**config.mk**
```make
export PLATFORM = sky130hd
export DESIGN_NAME = rgb5a3_tile_swizzle_core_flat
export DESIGN_NICKNAME = d
export VERILOG_FILES = /design/src/rtl/rts_pkg.sv /design/src/rtl/rts_stream_if.sv /design/src/rtl/rts_tile_map.sv /design/src/rtl/rgb5a3_tile_swizzle_core.sv /design/src/flat_wrapper.sv
export SDC_FILE = /design/constraint.sdc
export NUM_CORES = 1
export LEC_CHECK = 0
export BUFFER_PORTS_ARGS = -buffer_cell sky130_fd_sc_hd__buf_2
export CAP_MARGIN = 20
export CORE_MARGIN = 3
export CORE_UTILIZATION = 62
export DETAILED_ROUTE_END_ITERATION = 7
export PLACE_DENSITY = 0.81
export SLEW_MARGIN = 20
export SYNTH_ARGS = -nofsm -noshare
export SYNTH_HDL_FRONTEND = slang
export SYNTH_SLANG_ARGS = --single-unit
```
**constraint.sdc**
```tcl
create_clock -name clk_i -period 3.4 [get_ports clk_i]
set_input_delay 0.17 -clock clk_i [delete_from_list [all_inputs] [get_ports clk_i]]
set_output_delay 0.17 -clock clk_i [all_outputs]
set_load 0.1 [all_outputs]
```
**src/rtl/rts_pkg.sv**
```systemverilog
`timescale 1ns / 1ps
// ----------------------------------------------------------------------------
// RGB5A3 tile swizzle package
// Beat types, register indexes and the RGBA8 to RGB5A3 conversion.
// ----------------------------------------------------------------------------
package rts_pkg;

  // Configuration port.
  localparam int unsigned CFG_W     = 11;
  localparam int unsigned CFG_IDX_W = 1;

  localparam logic [CFG_IDX_W-1:0] REG_IMAGE_WIDTH  = 1'b0;
  localparam logic [CFG_IDX_W-1:0] REG_IMAGE_HEIGHT = 1'b1;

  // Image size after reset, before clamping to the build limit.
  localparam int unsigned RESET_DIM = 1024;

  // Result field widths.
  localparam int unsigned PIXEL_W = 32;
  localparam int unsigned TEXEL_W = 16;
  localparam int unsigned INDEX_W = 20;

  // One source pixel: A[31:24] B[23:16] G[15:8] R[7:0].
  typedef struct packed {
    logic [PIXEL_W-1:0] pixel_word;
  } pix_beat_t;

  // One tiled texel.
  typedef struct packed {
    logic [TEXEL_W-1:0] texel;
    logic [INDEX_W-1:0] tiled_index;
    logic               last_texel;
  } tex_beat_t;

  // Where a pixel lands in the tiled image.
  typedef struct packed {
    logic               keep;
    logic [INDEX_W-1:0] index;
    logic               last;
  } tile_pos_t;

  // Opaque when the top three alpha bits are set: 1-R5-G5-B5.
  // Otherwise 0-A3-R4-G4-B4 from the top bits of each channel.
  function automatic logic [TEXEL_W-1:0] to_rgb5a3(input logic [PIXEL_W-1:0] p);
    logic [TEXEL_W-1:0] t;
    if (p[31:29] == 3'b111) begin
      t = {1'b1, p[7:3], p[15:11], p[23:19]};
    end else begin
      t = {1'b0, p[31:29], p[7:4], p[15:12], p[23:20]};
    end
    return t;
  endfunction

endpackage

```
**src/rtl/rts_stream_if.sv**
```systemverilog
`timescale 1ns / 1ps
// ----------------------------------------------------------------------------
// Valid/ready stream interface
// Carries one beat of data_t per handshake between a source and a sink.
// ----------------------------------------------------------------------------
interface rts_stream_if #(
  parameter type data_t = logic
);
  logic  valid;
  logic  ready;
  data_t data;

  modport source (output valid, output data, input ready);
  modport sink   (input valid, input data, output ready);
endinterface

```
**src/rtl/rts_tile_map.sv**
```systemverilog
`timescale 1ns / 1ps
// ----------------------------------------------------------------------------
// RGB5A3 tile position mapper
// Maps a raster column and row to the 4x4-tiled texel index and flags
// pixels that fall outside the whole tiles and the final texel.
// ----------------------------------------------------------------------------
module rts_tile_map #(
  parameter int unsigned MAX_DIM = 1024
) (
  input  logic [$clog2(MAX_DIM)-1:0] col_i,
  input  logic [$clog2(MAX_DIM)-1:0] row_i,
  input  logic [$clog2(MAX_DIM):0]   width_i,
  input  logic [$clog2(MAX_DIM):0]   height_i,
  output rts_pkg::tile_pos_t         pos_o
);
  import rts_pkg::*;

  localparam int unsigned CNT_W  = $clog2(MAX_DIM);
  localparam int unsigned DIM_W  = CNT_W + 1;
  localparam int unsigned PROD_W = 2 * DIM_W;

  logic [DIM_W-1:0]  tiles_wide;
  logic [DIM_W-1:0]  tiles_high;
  logic [DIM_W-1:0]  tile_col;
  logic [DIM_W-1:0]  tile_row;
  logic [PROD_W-1:0] tile_lin;
  logic              keep;
  logic              at_last;

  // Whole tiles across and down; partial tiles are dropped.
  assign tiles_wide = width_i >> 2;
  assign tiles_high = height_i >> 2;
  assign tile_col   = DIM_W'(col_i) >> 2;
  assign tile_row   = DIM_W'(row_i) >> 2;

  // A pixel is kept only inside the whole tiles, which also rules out
  // images narrower or shorter than one tile.
  assign keep = (tile_col < tiles_wide) && (tile_row < tiles_high);

  // Tiles are laid out row-major, 16 texels each, raster order within a tile.
  assign tile_lin = PROD_W'(tile_row) * PROD_W'(tiles_wide) + PROD_W'(tile_col);

  // The last texel is the bottom-right pixel of the last whole tile.
  assign at_last = (col_i[1:0] == 2'b11) && (row_i[1:0] == 2'b11) &&
                   (tile_col == tiles_wide - DIM_W'(1)) &&
                   (tile_row == tiles_high - DIM_W'(1));

  always_comb begin
    pos_o.keep  = keep;
    pos_o.index = INDEX_W'({tile_lin, row_i[1:0], col_i[1:0]});
    pos_o.last  = keep && at_last;
  end

endmodule

```
**src/rtl/rgb5a3_tile_swizzle_core.sv**
```systemverilog
`timescale 1ns / 1ps
// ----------------------------------------------------------------------------
// RGB5A3 tile swizzle core
// Converts raster RGBA8 pixels to RGB5A3 texels tagged with their position
// in the 4x4-tiled texture layout.
// ----------------------------------------------------------------------------
// The block takes one pixel beat per clock and gives each kept pixel as a
// texel beat through two registers: first the input register, where the
// raster position is captured, and then the result register, after the
// conversion and the tile index multiply-add. Throughput is one pixel per
// clock as long as tex_o.ready stays high; pix_i.ready follows tex_o.ready
// combinationally through the two register stages. Pixels right of or below
// the last whole tile are dropped from the input register and never wait.
// Image width and height (clamped to 1..MAX_DIM) must be written while no
// beat is in flight; the raster counters are not reset by a write.
module rgb5a3_tile_swizzle_core #(
  parameter int unsigned MAX_DIM = 1024
) (
  input  logic                              clk_i,
  input  logic                              rst_ni,
  input  logic                              cfg_we_i,
  input  logic [rts_pkg::CFG_IDX_W-1:0]     cfg_idx_i,
  input  logic [rts_pkg::CFG_W-1:0]         cfg_data_i,
  rts_stream_if.sink                        pix_i,
  rts_stream_if.source                      tex_o
);
  import rts_pkg::*;

  localparam int unsigned CNT_W = $clog2(MAX_DIM);
  localparam int unsigned DIM_W = CNT_W + 1;
  localparam int unsigned CMP_W = (CFG_W > DIM_W) ? CFG_W : DIM_W;
  localparam int unsigned RST_V = (MAX_DIM < RESET_DIM) ? MAX_DIM : RESET_DIM;

  // Configuration, stored already clamped.
  logic [DIM_W-1:0] width_q, width_d;
  logic [DIM_W-1:0] height_q, height_d;
  logic [CMP_W-1:0] cfg_ext;
  logic [DIM_W-1:0] cfg_clamped;

  // Raster position of the next pixel.
  logic [CNT_W-1:0] col_q, col_d;
  logic [CNT_W-1:0] row_q, row_d;
  logic             col_wrap;
  logic             row_wrap;

  // Input register stage.
  logic             s1_valid_q, s1_valid_d;
  pix_beat_t        s1_pix_q;
  logic [CNT_W-1:0] s1_col_q;
  logic [CNT_W-1:0] s1_row_q;

  // Result register stage.
  logic             out_valid_q, out_valid_d;
  tex_beat_t        out_q;

  tile_pos_t        pos;
  logic             in_fire;
  logic             out_free;
  logic             s1_adv;
  logic             s1_load_out;

  // Clamp a written size to 1..MAX_DIM.
  always_comb begin
    cfg_ext = CMP_W'(cfg_data_i);
    if (cfg_ext == '0) begin
      cfg_clamped = DIM_W'(1);
    end else if (cfg_ext > CMP_W'(MAX_DIM)) begin
      cfg_clamped = DIM_W'(MAX_DIM);
    end else begin
      cfg_clamped = DIM_W'(cfg_ext);
    end
  end

  always_comb begin
    width_d  = width_q;
    height_d = height_q;
    if (cfg_we_i) begin
      unique case (cfg_idx_i)
        REG_IMAGE_WIDTH:  width_d  = cfg_clamped;
        REG_IMAGE_HEIGHT: height_d = cfg_clamped;
      endcase
    end
  end

  always_ff @(posedge clk_i or negedge rst_ni) begin
    if (!rst_ni) begin
      width_q  <= DIM_W'(RST_V);
      height_q <= DIM_W'(RST_V);
    end else begin
      width_q  <= width_d;
      height_q <= height_d;
    end
  end

  // Handshake: the input stage moves on when its pixel is dropped or the
  // result register is free or being emptied this cycle.
  assign out_free    = !out_valid_q || tex_o.ready;
  assign s1_adv      = s1_valid_q && (!pos.keep || out_free);
  assign s1_load_out = s1_valid_q && pos.keep && out_free;
  assign pix_i.ready = !s1_valid_q || s1_adv;
  assign in_fire     = pix_i.valid && pix_i.ready;

  // Raster counters step on every accepted pixel.
  assign col_wrap = (DIM_W'(col_q) + DIM_W'(1)) >= width_q;
  assign row_wrap = (DIM_W'(row_q) + DIM_W'(1)) >= height_q;

  always_comb begin
    col_d = col_q;
    row_d = row_q;
    if (in_fire) begin
      if (col_wrap) begin
        col_d = '0;
        row_d = row_wrap ? '0 : row_q + CNT_W'(1);
      end else begin
        col_d = col_q + CNT_W'(1);
      end
    end
  end

  always_ff @(posedge clk_i or negedge rst_ni) begin
    if (!rst_ni) begin
      col_q <= '0;
      row_q <= '0;
    end else begin
      col_q <= col_d;
      row_q <= row_d;
    end
  end

  // Input register.
  assign s1_valid_d = in_fire || (s1_valid_q && !s1_adv);

  always_ff @(posedge clk_i or negedge rst_ni) begin
    if (!rst_ni) begin
      s1_valid_q <= 1'b0;
    end else begin
      s1_valid_q <= s1_valid_d;
    end
  end

  always_ff @(posedge clk_i) begin
    if (in_fire) begin
      s1_pix_q <= pix_i.data;
      s1_col_q <= col_q;
      s1_row_q <= row_q;
    end
  end

  // Tile position of the registered pixel.
  rts_tile_map #(
    .MAX_DIM (MAX_DIM)
  ) u_tile_map (
    .col_i    (s1_col_q),
    .row_i    (s1_row_q),
    .width_i  (width_q),
    .height_i (height_q),
    .pos_o    (pos)
  );

  // Result register.
  assign out_valid_d = s1_load_out || (out_valid_q && !tex_o.ready);

  always_ff @(posedge clk_i or negedge rst_ni) begin
    if (!rst_ni) begin
      out_valid_q <= 1'b0;
    end else begin
      out_valid_q <= out_valid_d;
    end
  end

  always_ff @(posedge clk_i) begin
    if (s1_load_out) begin
      out_q.texel       <= to_rgb5a3(s1_pix_q.pixel_word);
      out_q.tiled_index <= pos.index;
      out_q.last_texel  <= pos.last;
    end
  end

  assign tex_o.valid = out_valid_q;
  assign tex_o.data  = out_q;

  // A pixel that does not end a row moves the column on by one.
  a_col_step: assert property (@(posedge clk_i) disable iff (!rst_ni)
    in_fire && !col_wrap |=> col_q == $past(col_q) + CNT_W'(1) && row_q == $past(row_q))
    else $error("column counter did not advance");

  // The pixel that ends a row sends the column back to zero.
  a_col_wrap: assert property (@(posedge clk_i) disable iff (!rst_ni)
    in_fire && col_wrap |=> col_q == '0)
    else $error("column counter did not wrap");

  // A dropped pixel never fills an empty result register.
  a_drop_silent: assert property (@(posedge clk_i) disable iff (!rst_ni)
    s1_valid_q && !pos.keep && !out_valid_q |=> !out_valid_q)
    else $error("dropped pixel produced a texel");

  // A kept pixel waiting on a full result register stays in place.
  a_s1_hold: assert property (@(posedge clk_i) disable iff (!rst_ni)
    s1_valid_q && pos.keep && !out_free |=>
      s1_valid_q && $stable(s1_pix_q) && $stable(s1_col_q) && $stable(s1_row_q))
    else $error("stalled pixel was lost");

  // The final texel flag only appears on a kept pixel.
  a_last_kept: assert property (@(posedge clk_i) disable iff (!rst_ni)
    s1_valid_q && pos.last |-> pos.keep)
    else $error("last texel flagged on dropped pixel");

endmodule
```
**src/flat_wrapper.sv**
```systemverilog
// flat-port wrapper written by rule: the top's interface ports become plain ports
module rgb5a3_tile_swizzle_core_flat import rts_pkg::*;
#(
  parameter int unsigned MAX_DIM = 1024
)
  (clk_i, rst_ni, cfg_we_i, cfg_idx_i, cfg_data_i, pix_i_valid, pix_i_data, pix_i_ready, tex_o_valid, tex_o_data, tex_o_ready);
  rts_stream_if pix_i_i ();
  rts_stream_if tex_o_i ();
  input  logic clk_i;
  input  logic rst_ni;
  input  logic cfg_we_i;
  input  logic [rts_pkg::CFG_IDX_W-1:0] cfg_idx_i;
  input  logic [rts_pkg::CFG_W-1:0] cfg_data_i;
  input wire logic [$bits(pix_i_i.valid)-1:0] pix_i_valid;
  input wire logic [$bits(pix_i_i.data)-1:0] pix_i_data;
  output wire logic [$bits(pix_i_i.ready)-1:0] pix_i_ready;
  output wire logic [$bits(tex_o_i.valid)-1:0] tex_o_valid;
  output wire logic [$bits(tex_o_i.data)-1:0] tex_o_data;
  input wire logic [$bits(tex_o_i.ready)-1:0] tex_o_ready;
  assign pix_i_i.valid = pix_i_valid;
  assign pix_i_i.data = pix_i_data;
  assign pix_i_ready = pix_i_i.ready;
  assign tex_o_valid = tex_o_i.valid;
  assign tex_o_data = tex_o_i.data;
  assign tex_o_i.ready = tex_o_ready;
  rgb5a3_tile_swizzle_core #(.MAX_DIM(MAX_DIM)) u_core (.clk_i(clk_i), .rst_ni(rst_ni), .cfg_we_i(cfg_we_i), .cfg_idx_i(cfg_idx_i), .cfg_data_i(cfg_data_i), .pix_i(pix_i_i), .tex_o(tex_o_i));
endmodule
```
Word level (Yosys, flattened, before mapping)
Cells that the tools add are included.

Bits in registers: 65. Bits of input ports: 18. Word-level logic and storage cells: 54.

Add/subtract/negate cells: 6. $lt $le $gt $ge: 5. Eq/ne operators: 4. Mux-type cells: 4. Bitwise operators: 1. Reduce and logical (&&, ||, !) cells: 25.

Operators by type and width (number): adder 10 x 1 -> 11 bit (second input constant) (2); == test 8 x 11 -> 1 bit (2); >= comparator 11 bit (2); 2-to-1 mux 11 bit (2); adder 10 x 1 -> 10 bit (second input constant) (2); 2-to-1 mux 10 bit (2); subtractor 9 x 1 -> 10 bit (second input constant) (2); < comparator 8 x 9 -> 1 bit (2); > comparator 11 bit (second input constant) (1); logical AND 1 bit (11); zero test 11 bit (1); AND reduction 2 bit (3); zero test 1 bit (5); logical OR 1 bit (5); == test 2 bit (second input constant) (2); inverter 1 bit (1).

Logic depth before layout (Yosys ltp)
Gate-level depths: netlist (run 1).

Depth in word-level cells: 8. Depth in mapped cells: 13. Depth with buffers taken out: 13.

Cells and area by module
A second synthesis (run 1) with hierarchy kept.

Cells, all modules: 739. Area, all modules: 6716.4 µm².

Modules (own cells, without submodules): rts_tile_map (times used 1, cells an instance 436, area each 3429.5 µm²); rgb5a3_tile_swizzle_core (times used 1, cells an instance 303, area each 3286.9 µm²).

Least setup slack after synthesis (run 1)
No wires, ideal clock.

Path kind: reg2reg. From: register u_core.row_q[0]. To: register u_core.row_q[0]. Setup time: 0.066 ns. Arrival: 2.687 ns. Slack: 0.648 ns. Stages on the path, launching flop included: 14. Buffers on the path: 0. Path through: dfrtp_1 -> ha_1 -> nand3_1 -> inv_1 -> and3_1 -> xnor2_1 -> inv_1 -> ha_1 -> a21o_1 -> a21o_1 -> a21oi_1 -> o21ai_1 -> nor3_1 -> mux2_2.

Word-level cells in the longest chain between the ends: 3. Elaborated cells between the ends (all ways): 4. Those cells by class: 2 x add/sub; 1 x order compare; 1 x mux.

Ends and longest elaborated chain: start: declaration (RTL line rgb5a3_tile_swizzle_core.sv:42) `logic [CNT_W-1:0] row_q, row_d;`; start signal: assignment (RTL line rgb5a3_tile_swizzle_core.sv:126) `row_q <= row_d;`; adder 10 x 1 -> 11 bit (RTL line rgb5a3_tile_swizzle_core.sv:105) `assign row_wrap = (DIM_W'(row_q) + DIM_W'(1)) >= height_q;`; >= comparator 11 bit (RTL line rgb5a3_tile_swizzle_core.sv:105); 2-to-1 mux 10 bit * (RTL line rgb5a3_tile_swizzle_core.sv:113) `row_d = row_wrap ? '0 : row_q + CNT_W'(1);`.

Mark *: on every way between the ends. The rest lies on a longest branch, timed or not. A chain may end at the register's enable or synchronous reset.

Worst setup path in the final report (run 1)
From: register u_core.col_q[0]. To: register u_core.row_q[0].

Word-level cells in the longest chain between the ends: 3.

Ends and longest elaborated chain: start: declaration (RTL line rgb5a3_tile_swizzle_core.sv:41) `logic [CNT_W-1:0] col_q, col_d;`; start signal: assignment (RTL line rgb5a3_tile_swizzle_core.sv:125) `col_q <= col_d;`; adder 10 x 1 -> 11 bit (RTL line rgb5a3_tile_swizzle_core.sv:104) `assign col_wrap = (DIM_W'(col_q) + DIM_W'(1)) >= width_q;`; >= comparator 11 bit (RTL line rgb5a3_tile_swizzle_core.sv:104); AND reduction 2 bit (no source line).

No other way between the ends.

==> metrics.csv, run 1 <==
metric,value,unit
drc_errors,0,
drv_slew,0,
p_leak,2.02,nW
fin_nets,507,
place_congestion,0.908,
die_area,7580,sq um
final_antenna_net_count,0,
grt_pass1_wl,15200,microns
setup_viol,0,
ys_types,41,
io_pins,21,
internal-power,0.00173,W
critPathRequiredTime,3.64,ns
path_clk_slew,0.07,ns
synth_edf_count,21,
worstSetupEndpointType,flop,
crit_type,reg -> reg,
first_global_vias,3214,
grt_antenna_before_repair,0,
port_buffers,19,
dpl.hpwl,6970,microns
power_switching,0.000903,W
h-tree-depth,3,
cp_cell_sequence,"ha_1, nand3_1, nor2_1, xor2_1, ha_1, nand4_1, nor2_1, a2111oi_1, o21a_1, nor3_1, mux2_2",
crit_buf_inv,0,
power_frac_comb,0.307,
critPathTopFamily,compound AO/OA/AOI/OAI gates,
netlist_instances,419,
clock_skew,0.00838,ns
drive_above_1_share,0.113,
syn_avg_cell_area,9.72,sq um
rsz0062_at_grt,false,
die_y,87.1,microns
grt.total_usage,0.266,
clk_latency,0.35,ns
worstSetupStartpointType,flop,
tns,0,ns
postCtsSetupBuffers,0,
p_seq_frac,0.407,
rows,28,
cts_buffers,9,
grt_max_degree,45,
drt_wl_total,9180,microns
fin_hold_ws,0.0566,ns
clock-sinks,65,
synth-main-ff-cell,dfrtp_1,
yosysWarnings,0,
min_path_type,in -> reg,
tritoncts,yes,
worstMarginPinSlew,0.675,ns
root_buffer,clkbuf_8,
wl_per_cell,17.4,microns
switching_share,0.343,
max_slew_margin,0.550,
slowest_delay,0.51,ns
diodes,0,
async_flop_share,0.677,
drtIter0Drc,137,
powerDensity,583,nW/um^2
fp.dieW,87.1,microns
slowest_stage,a2111oi_1,
outcome,finished clean,
clock_path_buffers,2,
grt_overflow_total,0,
drv_cap,0,
critPathMaxFanout,6,
clock_power_share,0.286,
area.growth.synth_to_final,10.9,%
critPathArrivalTime,3.35,ns
clock.fmax,321,MHz
post-route-min-period,3.12,ns
fin_crit_sh,0.916,
viasPerCell,6.03,
synthesis.nets,479,
core-area,6130,sq um
irDropWorstVdd,0.000373,V
ys_seq_area_frac,0.426,
floorplan.initialDensity,0.664,
synth-seq-cells,65,
hold_viol,0,
netlist_area,4070,sq um
num_vias,3178,
dr.pass1.iters,4,
## repair_timing
action / CTS / global route
endpoints found under the setup margin: 0 / 11
endpoints found under the hold margin: 0 / 18
hold buffers: 0 / 1
gates resized for setup: 0 / 2
## logic make-up (layout without fill, tap and decap cells)
group,Yosys count,count (layout),share of synthesized area
AOI/OAI and AO/OA,88,88,0.139
xor gates and xnor gates,35,35,0.0752
adders and majority gates,42,42,0.129
buffers and inverters,35,68,0.0347
DFF,65,65,0.426
muxes,4,4,0.0111
and+or+nand+nor,150,150,0.186
## through the flow
stage / util / power (W) / instances / worst slack (ns) / instance area, sq um
finish: 0.737 / 0.00263 / 527 / 0.285 / 4520
floorplan: - / 0.00164 / 419 / 0.648 / 4070
detailed placement: 0.694 / 0.00187 / 509 / 0.266 / 4250
CTS: 0.731 / 0.00263 / 525 / 0.220 / 4480
global route: 0.737 / 0.00280 / 527 / 0.0265 / 4520
global placement: 0.694 / 0.00182 / 509 / 0.358 / 4250
## cell usage after synthesis (2+ instances only)
cell type | count | share of area
dfrtp_1 | 42 | 0.26
ha_1 | 42 | 0.13
nand2_1 | 42 | 0.039
o21ai_0 | 38 | 0.047
inv_1 | 25 | 0.023
xnor2_1 | 24 | 0.052
nand3_1 | 23 | 0.028
edfxtp_1 | 21 | 0.15
nor2_1 | 19 | 0.018
nand2b_1 | 18 | 0.028
nand4_1 | 12 | 0.018
xor2_1 | 11 | 0.024
a21oi_1 | 9 | 0.011
and3_1 | 9 | 0.014
nor3_1 | 9 | 0.011
a22o_1 | 8 | 0.017
o31ai_1 | 8 | 0.015
nor2b_1 | 6 | 0.0092
clkbuf_1 | 5 | 0.0046
nor4_1 | 5 | 0.0077
a31oi_1 | 4 | 0.0061
mux2_2 | 4 | 0.011
a211o_1 | 3 | 0.0065
a211oi_1 | 3 | 0.0055
a21o_1 | 3 | 0.0055
nor3b_1 | 3 | 0.0055
o2111ai_1 | 3 | 0.0065
o211ai_1 | 3 | 0.0055
buf_2 | 2 | 0.0025
dfstp_2 | 2 | 0.013
inv_2 | 2 | 0.0018
o21ai_1 | 2 | 0.0025
## final cells by class
type	count	area (sq um)
repair buffers	25	155
inverters	27	101
fillers	432	1610
clock inverters	4	75.1
flip-flops and latches	65	1730
clock buffers	12	155
multi-input cells	319	2200
well taps	75	93.8
## flip-flops by register name, summed over array words and instances (netlist names)
| register | cells |
|---|---|
| u_core.col_q | 10 |
| u_core.height_q | 11 |
| u_core.row_q | 10 |
| u_core.s1_col_q | 10 |
| u_core.s1_row_q | 10 |
| u_core.s1_valid_q | 1 |
| u_core.tex_o.data | 1 |
| u_core.tex_o.valid | 1 |
| u_core.width_q | 11 |
## power by group through the flow
stage          Sequential [W]  Clock [W]  Combinational [W]
6_report              0.00107   0.000753           0.000808
5_1_grt               0.00109   0.000795           0.000911
4_1_cts               0.00107   0.000759           0.000800
3_5_place_dp          0.00108          0           0.000787
3_3_place_gp          0.00108          0           0.000746
2_1_floorplan         0.00108          0           0.000560
## worst reg2reg max path, cell delays in order (launching register included)
cell,delay (ns)
dfrtp_1,0.45
ha_1,0.25
nand3_1,0.15
nor2_1,0.31
xor2_1,0.18
ha_1,0.26
nand4_1,0.11
nor2_1,0.05
a2111oi_1,0.51
o21a_1,0.31
nor3_1,0.15
mux2_2,0.28
## placed cells by master (no fill, tap or decap), types with 2 or more instances in the layout
master,netlist,routed
nand2_1,42,42
ha_1,42,42
dfrtp_1,42,42
o21ai_0,38,38
inv_1,25,25
xnor2_1,24,24
nand3_1,23,23
edfxtp_1,21,21
nor2_1,19,19
buf_2,2,19
nand2b_1,18,18
nand4_1,12,12
xor2_1,11,11
clkbuf_8,0,11
and3_1,9,9
a21oi_1,9,9
nor3_1,9,9
a22o_1,8,8
o31ai_1,8,8
nor2b_1,6,6
nor4_1,5,5
a31oi_1,4,4
mux2_2,4,4
buf_4,0,4
o2111ai_1,3,3
nor3b_1,3,3
a211o_1,3,3
a211oi_1,3,3
a21o_1,3,3
o211ai_1,3,3
inv_2,2,2
bufinv_16,0,2
clkinvlp_4,0,2
dfstp_2,2,2
## per-layer routing
metal,up-vias,global-route usage,wire length [microns]
met5,-,0,0
met4,0,0.156,351
met3,25,0.0397,397
met2,71,0.431,4350
met1,1506,0.336,4080
li1,1576,-,-
## worst paths after layout
check	depth (start not counted)	slack [ns]	startpoint	endpoint
max	11	0.28	u_core.col_q[0]	u_core.row_q[0]
min	2	0.06	pix_i_valid	u_core.s1_valid_q
max reg2reg	11	0.28	u_core.col_q[0]	u_core.row_q[0]
min reg2reg	2	0.49	u_core.height_q[1]	u_core.height_q[1]
max in group asynchronous	3	2.52	rst_ni	u_core.height_q[10]
min in group asynchronous	2	0.31	rst_ni	u_core.height_q[1]
Power figures use the tool's default switching activity.
==> run 2: changes to the inputs <==
--- a/config.mk
+++ b/config.mk
@@ -10,6 +10,7 @@
 export CORE_MARGIN = 3
 export CORE_UTILIZATION = 62
 export DETAILED_ROUTE_END_ITERATION = 7
+export MAX_ROUTING_LAYER = met4
 export PLACE_DENSITY = 0.81
 export SLEW_MARGIN = 20
 export SYNTH_ARGS = -nofsm -noshare
==> constraint.sdc (replaced) <==
create_clock -name clk_i -period 3.9 [get_ports clk_i]
set_input_delay 0.195 -clock clk_i [delete_from_list [all_inputs] [get_ports clk_i]]
set_output_delay 0.195 -clock clk_i [all_outputs]
set_load 0.1 [all_outputs]
==> run 2 against run 1 <==
  * Clock power fell by 19%
  * Total power decreased by 15%
  * Clock-buffer cell count increased by 1
  * Fmax shrank 6.7%
==> metrics.csv, run 2 (synthesis gave the netlist of run 1 again) <==
metric,value,unit,change
num_vias,3292,,was 3178
worstSetupEndpointType,flop,,unchanged
place_congestion,0.897,,was 0.908
tns,0,ns,unchanged
grt_overflow_total,0,,unchanged
drv_slew,0,,unchanged
port_buffers,19,,unchanged
post-route-min-period,3.34,ns,was 3.12 ns
fin_nets,506,,was 507
cts_buffers,9,,unchanged
area.growth.synth_to_final,10.1,%,was 10.9%
critPathMaxFanout,10,,was 6
die_area,7580,sq um,unchanged
clk_latency,0.34,ns,was 0.35 ns
final_antenna_net_count,0,,unchanged
dpl.hpwl,6810,microns,was 6970 microns
critPathTopFamily,simple AND/OR/NAND/NOR gates,,was compound AO/OA/AOI/OAI gates
outcome,finished clean,,unchanged
drv_cap,0,,unchanged
dpl.cell_count,508,,was 509
path_clk_slew,0.07,ns,about the same
rsz0062_at_grt,false,,unchanged
final_util,0.732,,was 0.737
critPathRequiredTime,4.18,ns,was 3.64 ns
critPathArrivalTime,3.62,ns,was 3.35 ns
final_cell_area,4490,sq um,was 4520 sq um
max_slew_margin,0.570,,was 0.550
viasPerCell,6.26,,was 6.03
crit_type,reg -> reg,,unchanged
die_y,87.1,microns,unchanged
grt_max_degree,45,,unchanged
worstSetupStartpointType,flop,,unchanged
crit_buf_inv,3,,was 0
h-tree-depth,3,,unchanged
irDropWorstVdd,0.000477,V,was 0.000373 V
rows,28,,unchanged
first_global_vias,3303,,was 3214
fin_crit_sh,0.856,,was 0.916
drt_wl_total,9280,microns,was 9180 microns
grt_antenna_before_repair,0,,unchanged
root_buffer,clkbuf_8,,unchanged
grt_pass1_wl,15700,microns,was 15200 microns
cp_cell_sequence,"ha_1, nand3_1, inv_1, and3_1, xnor2_1, inv_1, ha_1, a21o_1, a21o_1, a21oi_1, o21ai_1, buf_4, nor3_1, mux2_2",,"was ha_1, nand3_1, nor2_1, xor2_1, ha_1, nand4_1, nor2_1, a2111oi_1, o21a_1, nor3_1, mux2_2"
worstMarginPinSlew,0.641,ns,was 0.675 ns
dr.pass1.iters,6,,was 4
clock-sinks,65,,unchanged
tritoncts,yes,,unchanged
regArea,1730,sq um,unchanged
slowest_delay,0.47,ns,was 0.51 ns
p_leak,2.01,nW,was 2.02 nW
wl_per_cell,17.6,microns,was 17.4 microns
drc_errors,0,,unchanged
clock.fmax,299,MHz,was 321 MHz
num-fill-cells,456,,was 432
top_regs,"u_core.height_q x11, u_core.width_q x11",,unchanged
io_pins,21,,unchanged
powerDensity,499,nW/um^2,was 583 nW/um^2
multi_input_area,2200,sq um,about the same
slowest_stage,dfrtp_1,,was a2111oi_1
placed_area,4250,sq um,about the same
drive_above_1_share,0.102,,was 0.113
grt.total_usage,0.279,,was 0.266
cts_resized,0,,unchanged
clock_path_buffers,2,,unchanged
hold_viol,0,,unchanged
setup_viol,0,,unchanged
min_path_type,in -> reg,,unchanged
floorplan.initialDensity,0.664,,unchanged
stdcell_count,526,,was 527
final_cell_mix,"nand2_1, ha_1, dfrtp_1, o21ai_0, inv_1",,unchanged
clock_skew,0.00542,ns,was 0.00838 ns
core-area,6130,sq um,unchanged
fp.dieW,87.1,microns,unchanged
diodes,0,,unchanged
drtIter0Drc,146,,was 137
fin_hold_ws,0.0918,ns,was 0.0566 ns
==> run 2: changes by cell type in the layout (fill, tap and decap cells not counted), sizes merged <==
cell      previous run  this run
clkinv               0         1
buf                 24        23
clkbuf              12        13
clkinvlp             2         0
==> run 2: power breakdown <==
group	leakage, nW	switching [W]	total [W]	internal (W)
clock	0.102	0.000252	0.000612	0.000360
combinational	1.12	0.000398	0.000690	0.000292
sequential	0.788	0.000119	0.000936	0.000817
==> run 2: repair_timing <==
item / CTS / global route
hold buffers: 0 / 1
hold endpoints to repair: 0 / 22
buffers inserted: 0 / 0
==> run 2: layout make-up <==
cell class | count | area share
Clock buffer | 13 | 0.0310
Clock inverter | 3 | 0.0145
Inverter | 27 | 0.0226
Multi-Input combinational cell | 319 | 0.490
Sequential cell | 65 | 0.387
Tap cell | 75 | 0.0209
Timing Repair Buffer | 24 | 0.0346
==> run 2: per-layer routing <==
metal / track usage / routed length (microns)
met4: 0.146 / 396
met2: 0.429 / 4330
met1: 0.345 / 4040
met3: 0.0624 / 515
met5: - / 0
==> run 2: path summary, 6_finish.rpt <==
kind	from	endpoint	slack, ns	cells after the start
max in group asynchronous	rst_ni	u_core.col_q[9]	2.99	3
hold / removal	pix_i_valid	u_core.s1_valid_q	0.09	2
setup / recovery	u_core.row_q[0]	u_core.row_q[0]	0.56	14
setup reg to reg	u_core.row_q[0]	u_core.row_q[0]	0.56	14
min in group asynchronous	rst_ni	u_core.height_q[6]	0.39	2
hold reg to reg	u_core.height_q[1]	u_core.height_q[1]	0.50	2
==> run 2: per-stage QoR <==
step | total power (W) | setup WS [ns]
finish | 0.00224 | 0.561
global route | 0.00240 | 0.292
CTS | 0.00224 | 0.588
detailed placement | 0.00162 | 0.655
global placement | 0.00159 | 0.750
floorplan | 0.00143 | 1.15
==> run 3: changes to the inputs <==
--- a/config.mk
+++ b/config.mk
@@ -5,14 +5,16 @@
 export SDC_FILE = /design/constraint.sdc
 export NUM_CORES = 1
 export LEC_CHECK = 0
+export ABC_CLOCK_PERIOD_IN_PS = 3900
 export BUFFER_PORTS_ARGS = -buffer_cell sky130_fd_sc_hd__buf_2
 export CAP_MARGIN = 20
 export CORE_MARGIN = 3
 export CORE_UTILIZATION = 62
 export DETAILED_ROUTE_END_ITERATION = 7
 export MAX_ROUTING_LAYER = met4
-export PLACE_DENSITY = 0.81
+export PLACE_DENSITY = 0.79
 export SLEW_MARGIN = 20
 export SYNTH_ARGS = -nofsm -noshare
 export SYNTH_HDL_FRONTEND = slang
+export SYNTH_HIERARCHICAL = 1
 export SYNTH_SLANG_ARGS = --single-unit
==> run 3 against run 2 <==
  * Total power fell by 0.74%
  * Clock-buffer cell count decreased by 4
  * Flip-flop and latch count did not move
  * Die area increased by 3.4%
  * Area after synthesis is 3.7% higher
  * Utilization decreased by 2.8 points
  * Clock skew rose by 0.0010 ns
  * Global-route usage is 2.9 points lower
==> metrics.csv, run 3 <==
metric,value,unit,change
outcome,finished clean,,unchanged
tritoncts,yes,,unchanged
fin_crit_sh,0.823,,was 0.856
h-tree-depth,3,,unchanged
p_seq_frac,0.417,,was 0.418
netlist_area,4220,sq um,was 4070 sq um
netlist_instances,443,,was 419
min_path_type,in -> reg,,unchanged
area.growth.synth_to_final,7.61,%,was 10.1%
grt_max_degree,45,,unchanged
clk_latency,0.34,ns,about the same
dr.pass1.iters,5,,was 6
power_switching,0.000779,W,was 0.000769 W
clock-sinks,65,,unchanged
num-fill-cells,465,,was 456
worstSetupEndpointType,flop,,unchanged
tns,0,ns,unchanged
clock_skew,0.00644,ns,was 0.00542 ns
io_pins,21,,unchanged
clock_power_share,0.287,,was 0.273
r2r-start,u_core/width_q[4],,was u_core.row_q[0]
drtIter0Drc,188,,was 146
clock.fmax,311,MHz,was 299 MHz
power_frac_comb,0.296,,was 0.308
rsz0062_at_grt,false,,unchanged
drt_wl_total,8620,microns,was 9280 microns
p_leak,2.02,nW,was 2.01 nW
place_congestion,0.819,,was 0.897
die_area,7840,sq um,was 7580 sq um
r2r_end,u_core/row_q[8],,was u_core.row_q[0]
critPathMaxFanout,24,,was 10
grt_antenna_before_repair,0,,unchanged
crit_type,reg -> reg,,unchanged
fin_hold_ws,0.0885,ns,was 0.0918 ns
fin_nets,510,,was 506
drive_above_1_share,0.136,,was 0.102
met2_usage,0.393,,was 0.429
diodes,0,,unchanged
ff2ff_setup_slack,0.69,ns,was 0.56 ns
core-area,6460,sq um,was 6130 sq um
port_buffers,19,,unchanged
grt_overflow_total,0,,unchanged
fp.dieW,88.5,microns,was 87.1 microns
yosysWarnings,6,,was 0
grt.total_usage,0.250,,was 0.279
synthesis.nets,503,,was 479
hold_viol,0,,unchanged
cts_buffers,9,,unchanged
grtUsageMet3,0.0624,,about the same
grt_busiest_layer,met2,,unchanged
drv_cap,0,,unchanged
powerDensity,489,nW/um^2,was 499 nW/um^2
irDropWorstVdd,0.000305,V,was 0.000477 V
viasPerCell,5.93,,was 6.26
dpl.hpwl,6340,microns,was 6810 microns
drv_slew,0,,unchanged
final_common_cell,nand2_1,,
final_antenna_net_count,0,,unchanged
top_regs,"u_core/height_q x11, u_core/width_q x11",,"was u_core.height_q x11, u_core.width_q x11"
critPathArrivalTime,3.47,ns,was 3.62 ns
rows,29,,was 28
reg2regPathDepth,14,,unchanged
post-route-min-period,3.21,ns,was 3.34 ns
first_global_vias,3123,,was 3303
floorplan.initialDensity,0.654,,was 0.664
critPathRequiredTime,4.16,ns,was 4.18 ns
max_slew_margin,0.526,,was 0.570
path_clk_slew,0.07,ns,about the same
multi_input_area,2220,sq um,was 2200 sq um
setup_viol,0,,unchanged
crit_path_end,u_core/row_q[8],,was u_core.row_q[0]
wl_per_cell,16.2,microns,was 17.6 microns
regArea,1730,sq um,unchanged
cts_resized,0,,unchanged
critPathLaunch,u_core/width_q[4],,was u_core.row_q[0]
root_buffer,clkbuf_8,,unchanged
grt_pass1_wl,14400,microns,was 15700 microns
internal-power,0.00144,W,was 0.00147 W
worstSetupStartpointType,flop,,unchanged
final_cell_mix,"nand2_1, inv_1, ha_1, dfrtp_1, o21ai_0",,"was nand2_1, ha_1, dfrtp_1, o21ai_0, inv_1"
syn_avg_cell_area,9.54,sq um,was 9.72 sq um
clock_path_buffers,2,,unchanged
die_y,88.5,microns,was 87.1 microns
num_vias,3157,,was 3292
met1_usage,0.317,,was 0.345
drc_errors,0,,unchanged
worstMarginPinSlew,0.705,ns,was 0.641 ns
switching_share,0.351,,was 0.343
[run 3: per-layer routing]
metal | part of all wire | vias up
li1 | - | 1546
met1 | 0.45 | 1501
met2 | 0.47 | 98
met3 | 0.057 | 12
met4 | 0.019 | 0
met5 | 0 | -
[run 3: final cells by class]
type                    instances  area share
well taps                      77      0.0212
clock buffers                   9      0.0273
multi-input cells             310       0.489
inverters                      44      0.0369
flip-flops and latches         65       0.382
repair buffers                 20      0.0237
clock inverters                 7      0.0209
[run 3: what timing repair did]
action,in CTS,in global routing
endpoints found under the hold margin,0,42
hold buffers,0,1
buffers inserted,0,0
[run 3: power by group through the flow]
stage          registers [W]  logic (W)  clock network [W]
2_1_floorplan       0.000929   0.000497                  0
3_3_place_gp        0.000933   0.000617                  0
3_5_place_dp        0.000938   0.000647                  0
4_1_cts             0.000925   0.000655           0.000645
5_1_grt             0.000941   0.000742           0.000682
6_report            0.000927   0.000657           0.000637
[run 3: worst min-delay path by stage]
stage / cells after the start / startpoint / to
4_1_cts: 1 / rst_ni / u_core/col_q[5]
2_1_floorplan: 0 / rst_ni / u_core/col_q[0]
6_report: 2 / pix_i_valid / u_core/s1_valid_q
3_3_place_gp: 1 / rst_ni / u_core/col_q[8]
5_1_grt: 2 / pix_i_valid / u_core/s1_valid_q
3_5_place_dp: 1 / rst_ni / u_core/s1_valid_q
[run 3: worst max-delay path, stage by stage, from the launching register on]
cell and delay [ns]:
dfrtp_1 0.49, inv_1 0.10, ha_1 0.30, nand3b_1 0.08
nand2_1 0.07, a31oi_1 0.10, o311a_1 0.34, o21ai_1 0.15
inv_1 0.10, nand3_2 0.12, nand2_4 0.14, inv_4 0.30
o21ai_2 0.26, or2_2 0.40, o21bai_1 0.16
[run 3: through the flow]
step | area (sq um) | std cells | setup WS [ns] | total power [W] | utilization
6_report | 4550 | 532 | 0.688 | 0.00222 | 0.704
5_1_grt | 4550 | 532 | 0.418 | 0.00236 | 0.704
4_1_cts | 4530 | 531 | 0.695 | 0.00222 | 0.702
3_5_place_dp | 4310 | 515 | 0.726 | 0.00159 | 0.668
3_3_place_gp | 4310 | 515 | 0.771 | 0.00155 | 0.668
2_1_floorplan | 4220 | 443 | 0.736 | 0.00143 | -
